--- src/hdl/osvl_pkg.sv ---
// ----------------------------------------------------------------------------
// osvl_pkg: shared definitions for the oversampled state-variable lowpass
// Coefficient formats, register indexes and sequencer state codes.
// ----------------------------------------------------------------------------
`default_nettype none

package osvl_pkg;

  // Coefficient formats: f is Q0.24, damping is Q2.22
  localparam int COEF_W  = 24;
  localparam int F_SHIFT = 24;
  localparam int D_SHIFT = 22;

  // Rounding of the low partial product (24 x 24 bits plus carry)
  localparam int RNDW  = 2 * COEF_W + 1;
  localparam int PARTW = RNDW - D_SHIFT;

  // Configuration port
  localparam int CFG_DATA_W = 24;
  localparam int CFG_IDX_W  = 2;
  localparam int CNT_W      = 7;

  localparam logic [CNT_W-1:0]  MAX_OVERSAMPLE   = 7'd64;
  localparam logic [CNT_W-1:0]  RESET_OVERSAMPLE = 7'd60;
  localparam logic [COEF_W-1:0] RESET_DAMPING    = 24'd4194304;
  localparam logic [COEF_W-1:0] RESET_COEF_F     = 24'd0;

  typedef enum logic [CFG_IDX_W-1:0] {
    CFG_COEF_F     = 2'd0,
    CFG_DAMPING    = 2'd1,
    CFG_OVERSAMPLE = 2'd2
  } cfg_idx_e;

  // Sequencer states
  typedef enum logic [3:0] {
    ST_IDLE,
    ST_ABS,
    ST_LO,
    ST_HI,
    ST_FIN,
    ST_HP,
    ST_BP,
    ST_LP,
    ST_DONE
  } state_e;

  // Which product the shared multiplier is working on
  typedef enum logic [1:0] {
    PH_DAMP,
    PH_HPF,
    PH_LPF
  } phase_e;

endpackage : osvl_pkg

`default_nettype wire

--- src/hdl/oversampled_state_variable_lowpass.sv ---
// ----------------------------------------------------------------------------
// oversampled_state_variable_lowpass: Chamberlin state-variable lowpass
// Runs oversample_count filter iterations per input sample on one shared
// multiplier and returns the saturated lowpass tap when asked.
// ----------------------------------------------------------------------------
// Each accepted sample keeps the block busy until all of its iterations are
// done, where oversample_count is clamped to 64 (the default is 60). The work
// is set by the single 24-bit-limb multiplier: each of the
// three products of an iteration (damping, f times highpass, f times
// bandpass) goes through an absolute-value step, two limb multiplies and a
// join-and-sign step, plus one add step each for highpass, bandpass and lowpass. A result
// beat is produced only when emit_result is set; it sits in an output
// register, so the next sample can be accepted while it waits.
`default_nettype none

module oversampled_state_variable_lowpass #(
  parameter int SAMPLE_WIDTH = 24,
  parameter int STATE_WIDTH  = 32
) (
  input  wire                                 clk_i,
  input  wire                                 rst_ni,
  // Configuration writes
  input  wire                                 cfg_we_i,
  input  wire [osvl_pkg::CFG_IDX_W-1:0]       cfg_idx_i,
  input  wire [osvl_pkg::CFG_DATA_W-1:0]      cfg_data_i,
  // Sample channel
  input  wire                                 in_valid_i,
  output logic                                in_ready_o,
  input  wire signed [SAMPLE_WIDTH-1:0]       sample_in_i,
  input  wire                                 restart_i,
  input  wire                                 emit_result_i,
  // Result channel
  output logic                                out_valid_o,
  input  wire                                 out_ready_i,
  output logic signed [SAMPLE_WIDTH-1:0]      lowpass_out_o,
  output logic                                clipped_o
);

  import osvl_pkg::*;

  // Datapath widths
  localparam int HPW  = STATE_WIDTH + 4;               // highpass / operand
  localparam int HIW  = HPW - COEF_W;                  // upper limb
  localparam int LW   = (HIW > COEF_W) ? HIW : COEF_W; // multiplier operand
  localparam int PW   = LW + COEF_W;                   // product
  localparam int MRW  = PW + 3;                        // rounded magnitude
  localparam int RESW = STATE_WIDTH + 8;               // signed product
  localparam int SUMW = RESW + 1;                      // accumulator add
  localparam int EXTW = ((STATE_WIDTH > SAMPLE_WIDTH) ? STATE_WIDTH : SAMPLE_WIDTH) + 1;

  // Configuration registers
  logic [COEF_W-1:0] coef_f_q;
  logic [COEF_W-1:0] damping_q;
  logic [CNT_W-1:0]  os_count_q;

  // Sequencer and datapath registers
  state_e                   state_q, state_d;
  phase_e                   phase_q;
  logic [CNT_W-1:0]         iter_q;
  logic signed [SAMPLE_WIDTH-1:0] x_q;
  logic                     emit_q;
  logic                     clip_q;
  logic signed [STATE_WIDTH-1:0]  bp_q;
  logic signed [STATE_WIDTH-1:0]  lp_q;
  logic signed [HPW-1:0]    op_q;
  logic [HPW-1:0]           mag_q;
  logic                     neg_q;
  logic [PW-1:0]            prod_q;
  logic [PARTW-1:0]         part_q;
  logic signed [RESW-1:0]   res_q;

  // Output register
  logic                     out_valid_q;
  logic signed [SAMPLE_WIDTH-1:0] lowpass_out_q;
  logic                     clipped_q;

  // Control from the output decoder
  logic in_accept;
  logic load_out;

  // ---------------------------------------------------------------------------
  // Configuration writes
  // ---------------------------------------------------------------------------
  always_ff @(posedge clk_i or negedge rst_ni) begin
    if (!rst_ni) begin
      coef_f_q   <= RESET_COEF_F;
      damping_q  <= RESET_DAMPING;
      os_count_q <= RESET_OVERSAMPLE;
    end else if (cfg_we_i) begin
      case (cfg_idx_i)
        CFG_COEF_F:     coef_f_q   <= cfg_data_i[COEF_W-1:0];
        CFG_DAMPING:    damping_q  <= cfg_data_i[COEF_W-1:0];
        CFG_OVERSAMPLE: os_count_q <= cfg_data_i[CNT_W-1:0];
        default: ;
      endcase
    end
  end

  // ---------------------------------------------------------------------------
  // Next state
  // ---------------------------------------------------------------------------
  always_comb begin
    state_d = state_q;
    case (state_q)
      ST_IDLE: begin
        if (in_valid_i) begin
          state_d = (os_count_q == '0) ? ST_DONE : ST_ABS;
        end
      end
      ST_ABS: state_d = ST_LO;
      ST_LO:  state_d = ST_HI;
      ST_HI:  state_d = ST_FIN;
      ST_FIN: begin
        case (phase_q)
          PH_DAMP: state_d = ST_HP;
          PH_HPF:  state_d = ST_BP;
          default: state_d = ST_LP;
        endcase
      end
      ST_HP:  state_d = ST_ABS;
      ST_BP:  state_d = ST_ABS;
      ST_LP:  state_d = (iter_q == CNT_W'(1)) ? ST_DONE : ST_ABS;
      ST_DONE: begin
        if (!emit_q || !out_valid_q || out_ready_i) begin
          state_d = ST_IDLE;
        end
      end
      default: state_d = ST_IDLE;
    endcase
  end

  // ---------------------------------------------------------------------------
  // Handshake decode
  // ---------------------------------------------------------------------------
  always_comb begin
    in_ready_o = (state_q == ST_IDLE);
    in_accept  = in_ready_o && in_valid_i;
    load_out   = (state_q == ST_DONE) && emit_q && (!out_valid_q || out_ready_i);
  end

  always_ff @(posedge clk_i or negedge rst_ni) begin
    if (!rst_ni) begin
      state_q <= ST_IDLE;
    end else begin
      state_q <= state_d;
    end
  end

  // ---------------------------------------------------------------------------
  // Shared multiplier: one limb of the magnitude times a coefficient
  // ---------------------------------------------------------------------------
  logic              sh22;
  logic [LW-1:0]     mul_a;
  logic [COEF_W-1:0] mul_b;
  logic [PW-1:0]     mul_p;

  assign sh22  = (phase_q == PH_DAMP);
  assign mul_a = (state_q == ST_LO) ? LW'(mag_q[COEF_W-1:0]) : LW'(mag_q[HPW-1:COEF_W]);
  assign mul_b = sh22 ? damping_q : coef_f_q;
  assign mul_p = PW'(mul_a) * PW'(mul_b);

  // Round the low partial product, ties away from zero on the magnitude
  logic [RNDW-1:0]  rnd_sum;
  logic [PARTW-1:0] part_d;

  always_comb begin
    rnd_sum = RNDW'(prod_q[2*COEF_W-1:0])
            + (sh22 ? (RNDW'(1) << (D_SHIFT - 1)) : (RNDW'(1) << (F_SHIFT - 1)));
    part_d  = sh22 ? PARTW'(rnd_sum[RNDW-1:D_SHIFT]) : PARTW'(rnd_sum[RNDW-1:F_SHIFT]);
  end

  // Join high partial product and rounded low part, then restore the sign
  logic [MRW-1:0]         mag_full;
  logic signed [RESW-1:0] mag_s;
  logic signed [RESW-1:0] res_d;

  always_comb begin
    mag_full = (sh22 ? (MRW'(prod_q) << (F_SHIFT - D_SHIFT)) : MRW'(prod_q))
             + MRW'(part_q);
    mag_s    = mag_full[RESW-1:0];
    res_d    = neg_q ? -mag_s : mag_s;
  end

  // ---------------------------------------------------------------------------
  // Highpass and saturating accumulator updates
  // ---------------------------------------------------------------------------
  logic signed [RESW-1:0] hp_full;
  logic signed [SUMW-1:0] bp_sum;
  logic signed [SUMW-1:0] lp_sum;
  logic                   bp_ok;
  logic                   lp_ok;
  logic signed [STATE_WIDTH-1:0] bp_sat;
  logic signed [STATE_WIDTH-1:0] lp_sat;

  always_comb begin
    hp_full = RESW'(x_q) - RESW'(lp_q) - res_q;
    bp_sum  = SUMW'(bp_q) + SUMW'(res_q);
    lp_sum  = SUMW'(lp_q) + SUMW'(res_q);
    bp_ok   = (&bp_sum[SUMW-1:STATE_WIDTH-1]) | ~(|bp_sum[SUMW-1:STATE_WIDTH-1]);
    lp_ok   = (&lp_sum[SUMW-1:STATE_WIDTH-1]) | ~(|lp_sum[SUMW-1:STATE_WIDTH-1]);
    bp_sat  = bp_ok ? bp_sum[STATE_WIDTH-1:0]
                    : {bp_sum[SUMW-1], {(STATE_WIDTH-1){~bp_sum[SUMW-1]}}};
    lp_sat  = lp_ok ? lp_sum[STATE_WIDTH-1:0]
                    : {lp_sum[SUMW-1], {(STATE_WIDTH-1){~lp_sum[SUMW-1]}}};
  end

  // Output saturation of the lowpass tap to sample width
  logic signed [EXTW-1:0]         lp_ext;
  logic                           out_ok;
  logic signed [SAMPLE_WIDTH-1:0] out_sat;

  always_comb begin
    lp_ext  = EXTW'(lp_q);
    out_ok  = (&lp_ext[EXTW-1:SAMPLE_WIDTH-1]) | ~(|lp_ext[EXTW-1:SAMPLE_WIDTH-1]);
    out_sat = out_ok ? lp_ext[SAMPLE_WIDTH-1:0]
                     : {lp_ext[EXTW-1], {(SAMPLE_WIDTH-1){~lp_ext[EXTW-1]}}};
  end

  // ---------------------------------------------------------------------------
  // Control registers of the datapath
  // ---------------------------------------------------------------------------
  always_ff @(posedge clk_i or negedge rst_ni) begin
    if (!rst_ni) begin
      phase_q <= PH_DAMP;
      iter_q  <= '0;
      emit_q  <= 1'b0;
      clip_q  <= 1'b0;
      bp_q    <= '0;
      lp_q    <= '0;
    end else begin
      case (state_q)
        ST_IDLE: begin
          if (in_accept) begin
            phase_q <= PH_DAMP;
            iter_q  <= (os_count_q > MAX_OVERSAMPLE) ? MAX_OVERSAMPLE : os_count_q;
            emit_q  <= emit_result_i;
            clip_q  <= 1'b0;
            if (restart_i) begin
              bp_q <= '0;
              lp_q <= '0;
            end
          end
        end
        ST_HP: phase_q <= PH_HPF;
        ST_BP: begin
          phase_q <= PH_LPF;
          bp_q    <= bp_sat;
          if (!bp_ok) begin
            clip_q <= 1'b1;
          end
        end
        ST_LP: begin
          phase_q <= PH_DAMP;
          iter_q  <= iter_q - CNT_W'(1);
          lp_q    <= lp_sat;
          if (!lp_ok) begin
            clip_q <= 1'b1;
          end
        end
        default: ;
      endcase
    end
  end

  // ---------------------------------------------------------------------------
  // Payload registers of the datapath
  // ---------------------------------------------------------------------------
  always_ff @(posedge clk_i) begin
    case (state_q)
      ST_IDLE: begin
        x_q  <= sample_in_i;
        op_q <= restart_i ? '0 : HPW'(bp_q);
      end
      ST_ABS: begin
        mag_q <= op_q[HPW-1] ? -op_q : op_q;
        neg_q <= op_q[HPW-1];
      end
      ST_LO: prod_q <= mul_p;
      ST_HI: begin
        part_q <= part_d;
        prod_q <= mul_p;
      end
      ST_FIN: res_q <= res_d;
      ST_HP:  op_q  <= hp_full[HPW-1:0];
      ST_BP:  op_q  <= HPW'(bp_sat);
      ST_LP:  op_q  <= HPW'(bp_q);
      default: ;
    endcase
  end

  // ---------------------------------------------------------------------------
  // Result register: hold the beat until taken
  // ---------------------------------------------------------------------------
  always_ff @(posedge clk_i or negedge rst_ni) begin
    if (!rst_ni) begin
      out_valid_q <= 1'b0;
    end else if (load_out) begin
      out_valid_q <= 1'b1;
    end else if (out_ready_i) begin
      out_valid_q <= 1'b0;
    end
  end

  always_ff @(posedge clk_i) begin
    if (load_out) begin
      lowpass_out_q <= out_sat;
      clipped_q     <= clip_q | ~out_ok;
    end
  end

  assign out_valid_o   = out_valid_q;
  assign lowpass_out_o = lowpass_out_q;
  assign clipped_o     = clipped_q;

  // ---------------------------------------------------------------------------
  // Assertions
  // ---------------------------------------------------------------------------
  a_busy_after_accept : assert property (@(posedge clk_i) disable iff (!rst_ni)
    in_valid_i && in_ready_o |=> !in_ready_o)
    else $error("sample accepted while the previous one is still running");

  a_restart_clears : assert property (@(posedge clk_i) disable iff (!rst_ni)
    in_valid_i && in_ready_o && restart_i |=> (bp_q == '0) && (lp_q == '0))
    else $error("restart did not clear the filter state");

  a_iter_bound : assert property (@(posedge clk_i) disable iff (!rst_ni)
    state_q != ST_IDLE |-> iter_q <= MAX_OVERSAMPLE)
    else $error("iteration count beyond the limit");

  a_out_from_done : assert property (@(posedge clk_i) disable iff (!rst_ni)
    $rose(out_valid_q) |-> $past(state_q) == ST_DONE)
    else $error("result beat raised outside the completion step");

endmodule : oversampled_state_variable_lowpass

`default_nettype wire

--- config.mk ---
export PLATFORM = sky130hd
export DESIGN_NAME = oversampled_state_variable_lowpass
export DESIGN_NICKNAME = d
export VERILOG_FILES = /design/src/hdl/osvl_pkg.sv /design/src/hdl/oversampled_state_variable_lowpass.sv
export SDC_FILE = /design/constraint.sdc
export NUM_CORES = 2
export LEC_CHECK = 0
export ABC_AREA = 1
export CORE_MARGIN = 2
export CORE_UTILIZATION = 65
export CTS_CLUSTER_SIZE = 20
export DETAILED_ROUTE_END_ITERATION = 8
export DONT_BUFFER_PORTS = 1
export PLACE_DENSITY = 0.9
export SYNTH_ARGS = -nofsm -noshare
export SYNTH_HDL_FRONTEND = slang
export SYNTH_SLANG_ARGS = --single-unit
export TNS_END_PERCENT = 100
--- constraint.sdc ---
create_clock -name clk_i -period 8.8 [get_ports clk_i]
set_clock_uncertainty 0.2 [all_clocks]
set_input_delay 0.88 -clock clk_i [delete_from_list [all_inputs] [get_ports clk_i]]
set_output_delay 0.88 -clock clk_i [all_outputs]
set_load 0.02 [all_outputs]
; After elaboration in Yosys (flattened, before gate mapping)
; Index checks and enable logic that the tools add are counted.
[totals]
regBits = 372
input_bits = 57
out_inout_bits = 27
elab_cells = 130
[classes]
n_addsub = 9
mul = 1
n_lt_le_gt_ge = 1
eq_ne = 18
mux = 33
bitwise = 11
reduce_logical = 35
[ops]
columns = cell, n
row1 = $pmux 36 s4, 1
row2 = $mux 32, 4
row3 = $pmux 32 s2, 2
row4 = $mux 24, 4
row5 = $add 32x40->41, 2
row6 = $mux 40, 2
row7 = $add 48x24->49, 1
row8 = $mul 24x24->48, 1
row9 = $add 40x27->40, 1
row10 = $neg 40->40, 1
row11 = $mux 36, 1
row12 = $neg 36->36, 1
row13 = $sub 33x36->36, 1
row14 = $mux 35, 1
row15 = $sub 24x32->33, 1
row16 = $pmux 4 s8, 1
row17 = $mux 25, 1
row18 = $reduce_and 10->1, 2
row19 = $reduce_or 10->1, 2
row20 = $eq 4x3->1 const B, 4
row21 = $mux 4, 4
row22 = $mux 7, 2
row23 = $pmux 7 s2, 1
row24 = $reduce_and 2->1, 7
row25 = 31 further kinds, 60

; Depth between registers and ports, before layout
[logic_depth]
ltp_word = 6
mapped_depth = 36
ltp_nobuf = 34

; Least setup slack after synthesis
; OpenSTA, ideal clock, no wires.
[synth_timing]
path_kind = register -> register
startpoint = register phase_q[0]
endpoint = register prod_q[42] (data pin)
setup_ps = 259
arrival_time_ps = 7151
t_required_ps = 8341
slack_ps = 1190
path_stages_with_launch = 34
n_path_buf = 6
period_less_slack_ps = 7610
cell_sequence = dfrtp_1 -> nor2_4 -> buf_6 -> buf_12 -> buf_6 -> buf_2 -> buf_2 -> nand2_1 -> o21ai_1 -> buf_2 -> nand2_1 -> fa_1 -> inv_1 -> fa_1 -> inv_1 -> fa_1 -> fa_1 -> inv_1 -> fa_1 -> fa_1 -> inv_1 -> fa_1 -> inv_1 -> ha_1 -> a21oi_1 -> inv_1 -> a31oi_1 -> nor2_1 -> nor3_1 -> nand2_1 -> a31oi_1 -> o21ai_0 -> a21oi_1 -> xnor2_1
[synth_between]
elab_chain_len = 3
[synth_rtl]
columns = element, line
row1 = start: declaration, oversampled_state_variable_lowpass.sv:58  ; phase_e phase_q;
row2 = start signal: assignment, oversampled_state_variable_lowpass.sv:224  ; phase_q <= PH_DAMP;
row3 = start signal: assignment, oversampled_state_variable_lowpass.sv:234  ; phase_q <= PH_DAMP;
row4 = start signal: assignment, oversampled_state_variable_lowpass.sv:244  ; ST_HP: phase_q <= PH_HPF;
row5 = $logic_not 2->1, oversampled_state_variable_lowpass.sv:157  ; assign sh22 = (phase_q == PH_DAMP);
row6 = $mux 24, oversampled_state_variable_lowpass.sv:159  ; assign mul_b = sh22 ? damping_q : coef_f_q;
row7 = $mul 24x24->48, oversampled_state_variable_lowpass.sv:160  ; assign mul_p = PW'(mul_a) * PW'(mul_b);
row8 = via mul_p[42], oversampled_state_variable_lowpass.sv:155  ; logic [PW-1:0] mul_p;
row9 = end signal: assignment, oversampled_state_variable_lowpass.sv:278  ; ST_LO: prod_q <= mul_p;
row10 = end signal: assignment, oversampled_state_variable_lowpass.sv:281  ; prod_q <= mul_p;
row11 = end: declaration, oversampled_state_variable_lowpass.sv:68  ; logic [PW-1:0] prod_q;
; The timed path passes the listed nets, and every way through them passes these cells.
; A chain may end at the register's enable or synchronous reset.

; Worst setup path in the final report
[layout_timing]
startpoint = register state_q[1]
endpoint = register prod_q[21] (data pin)
[layout_between]
elab_chain_len = 3
[layout_rtl]
columns = element, line
row1 = start: declaration, oversampled_state_variable_lowpass.sv:57  ; state_e state_q, state_d;
row2 = start signal: assignment, oversampled_state_variable_lowpass.sv:145  ; state_q <= state_d;
row3 = $eq 4x2->1, oversampled_state_variable_lowpass.sv:158  ; assign mul_a = (state_q == ST_LO) ? LW'(mag_q[COEF_W-1:0]) : LW'(mag_q[HPW-1:COEF_W]);
row4 = $mux 24, oversampled_state_variable_lowpass.sv:158
row5 = $mul 24x24->48, oversampled_state_variable_lowpass.sv:160
row6 = via mul_p[21], oversampled_state_variable_lowpass.sv:155
; The timed path passes the listed nets, and every way through them passes these cells.

==> reports/metrics.yaml <==
run_status:
  status: "finished, violations left"
  violations: "design-rule violations, negative hold slack"
placed_design:
  io_buffers: 0
  gp_congestion: 1.07
  dp_hpwl_mm: 131
  place_area_mm2: 0.0497
  place_inst: 7303
yosys:
  netlist_instances: 6369
  synth.distinct_cells: 68
  postSynthAreaPerCell_um2: 7.55
  synth_ff_type: "edfxtp_1"
  ys_top_cells_by_area: "fa_1, edfxtp_1, nand2_1, ha_1, inv_1"
  ys_seq_elements: 372
  synth_edf_count: 237
  yosys_warnings: 0
  ys_seq_area_share_pct: 21.8
  synth_top_area_cell: "fa_1"
  syn_nets: 7304
  synth_area_mm2: 0.0481
  netlist.area_leader.share_pct: 21.6
  synthArstFlopShare_pct: 36.3
critical_path:
  worstPathMaxFanout: 17
  cp_common_cell: "fa_1"
  cp_data_arrival_time_ns: 8.71
  critPathSlowestCell: "fa_1"
  critPathBufInv: 8
  required_ns: 8.97
  path_class: "flop to flop"
  endpoint_kind: "flop"
  cp-start-kind: "flop"
  rrSetupSlack_ns: 0.26
  cp_top_family: "adder cells"
  crit_path_max_incr_delay_ns: 0.54
finish:
  drive_gt1_share_pct: 5.38
  regArea_mm2: 0.0105
  final_cell_count_no_fill: 7388
  fillers: 5901
  final_area_mm2: 0.0512
  area_growth_pct: 6.46
  multi_input_area_mm2: 0.0325
  nets: 7329
timing:
  max_slew_margin_pct: 18.1
  drv_slew: 0
  period_needed_ns: 8.54
  hold_violations: 4
  tns_ns: 0
  whs_ns: -0.0247
  finalCritPeriodShare_pct: 97.1
  tightest_slew_ns: 1.23
  max_freq_mhz: 117
  finalSetupViolCount: 0
  rsz0062_at_grt: "no"
clock_network:
  clkTransAtPathRegs_ns: 0.07
  cts_tree: "done"
  clockBufferDepth: 3
  numClockSinks: 372
  cts_root_buffer: "clkbuf_16"
  numCtsBuffers: 42
  htree_num_levels: 2
  clock_latency_ns: 0.63
detailed_routing:
  first_pass_iters: 9
  drt_iter0_markers: 5423
  ant_nets: 0
  dr_total_vias: 44300
  via_per_inst: 6.00
  drc: 22
  wl_per_cell_um: 21.9
  routed_wl_mm: 162
grt:
  grt_pass1_vias: 43500
  antenna_found_initial: 4
  grt_pass1_wl_mm: 248
  grtUsageTotal_pct: 42.3
  grt_overflow: 0
  grt_max_degree: 131
floorplan:
  coreArea_mm2: 0.0731
  die_width_um: 276
  dieArea_mm2: 0.0762
  fp.dieH_um: 276
  rows: 99
  ios: 84
  start_util_pct: 65.8
min_path:
  hold_path.class: "primary input to asynchronous set/reset pin"
run:
  maxCapViolations: 0
## layout make-up
class / count / share of cell area [%]
tap: 959 / 2.34
timing repair buffer: 139 / 2.14
multi-input combinational: 4647 / 63.4
timing repair inverter: 2 / 0.0244
clock inverter: 33 / 0.762
sequential: 372 / 20.5
inverter: 1190 / 8.75
antenna: 1 / 0.00488
clock buffer: 45 / 2.07
## worst reg2reg max path: cells and delay by family, from the launching register on
family                   cells  cell delay [ns]
XOR/XNOR                     1             0.32
AO/OA/AOI/OAI                5             1.03
adder cells (fa/ha/maj)      8             3.58
buffers and inverters        8             1.70
AND/OR/NAND/NOR              7             1.09
flip-flops                   1             0.39
## cell families (layout without fill, tap and decap cells)
logic type / after synthesis / in the layout / synth area share [%]
compound gates: 713 / 713 / 8.15
xor+xnor: 205 / 205 / 3.82
fa+ha+maj: 878 / 878 / 30.9
buf+inv: 1350 / 1409 / 10.8
flops: 372 / 372 / 21.8
other cells: 0 / 1 / 0
simple gates: 2851 / 2851 / 24.4
## routing by layer
layer,GRT usage [%],vias up,share of wire (%)
li1,-,19800,-
met1,55.6,21000,37
met2,64.5,2844,43
met3,12.7,634,13
met4,19.9,2,5.9
met5,0,-,0.0068
## flip-flops by register name, summed over array words and instances (netlist names), 24 cells and up
signal / count
prod_q: 48
res_q: 40
mag_q: 36
op_q: 36
bp_q: 32
lp_q: 32
part_q: 27
coef_f_q: 24
damping_q: 24
lowpass_out_o: 24
x_q: 24
## path summary, 6_finish.rpt
kind                                 start            end  cells after the start
max                             state_q[1]     prod_q[21]                     29
min                                 rst_ni       lp_q[28]                      1
max reg2reg                     state_q[1]     prod_q[21]                     29
min reg2reg                        op_q[0]       mag_q[0]                      0
max in group asynchronous           rst_ni  damping_q[22]                      1
min in group clk_i         sample_in_i[17]        x_q[17]                      0
## per-stage QoR
stage               setup slack, ns  utilization, %
finish                        0.257            70.1
global route                 0.0219            70.1
CTS                           0.326            70.0
detailed placement            0.421            68.0
global placement              0.583            68.0
floorplan                      1.19               -
## cell usage after synthesis, types with 27 or more instances
| cell type | count |
|---|---|
| nor3_1 | 28 |
| o21ai_1 | 33 |
| xnor2_1 | 77 |
| clkbuf_1 | 115 |
| ha_1 | 358 |
| nor2_1 | 702 |
| nand3_1 | 260 |
| a21oi_1 | 240 |
| xor2_1 | 124 |
| a31oi_1 | 43 |
| nand4_1 | 57 |
| dfrtp_1 | 130 |
| edfxtp_1 | 237 |
| nand2_1 | 1661 |
| fa_1 | 520 |
| nand3b_1 | 27 |
| inv_1 | 1174 |
| o21ai_0 | 305 |
## layout by cell type (no fill, tap or decap), types with 25 or more instances in the layout
cell type	instances
fa_1	520
clkbuf_16	42
inv_1	1173
nor2_1	694
dfrtp_1	130
o21ai_1	41
xnor2_1	77
or2_2	25
nand3b_1	27
xor2_1	124
nand2_1	1660
buf_4	134
a21oi_1	239
nor3_1	28
nand4_1	57
edfxtp_1	237
a31oi_1	42
o21ai_0	294
ha_1	358
nand3_1	260
## what timing repair did
| action | 4_1_cts | 5_1_grt |
|---|---|---|
| resized for setup | 0 | 9 |
| hold endpoints to repair | 130 | 0 |
| buffers inserted | 0 | 2 |
| hold buffers | 2 | 0 |
| endpoints found under the setup margin | 0 | 8 |
Power is not shown: default switching activity piles up to over one toggle a cycle in this logic, so the estimate is an artifact.
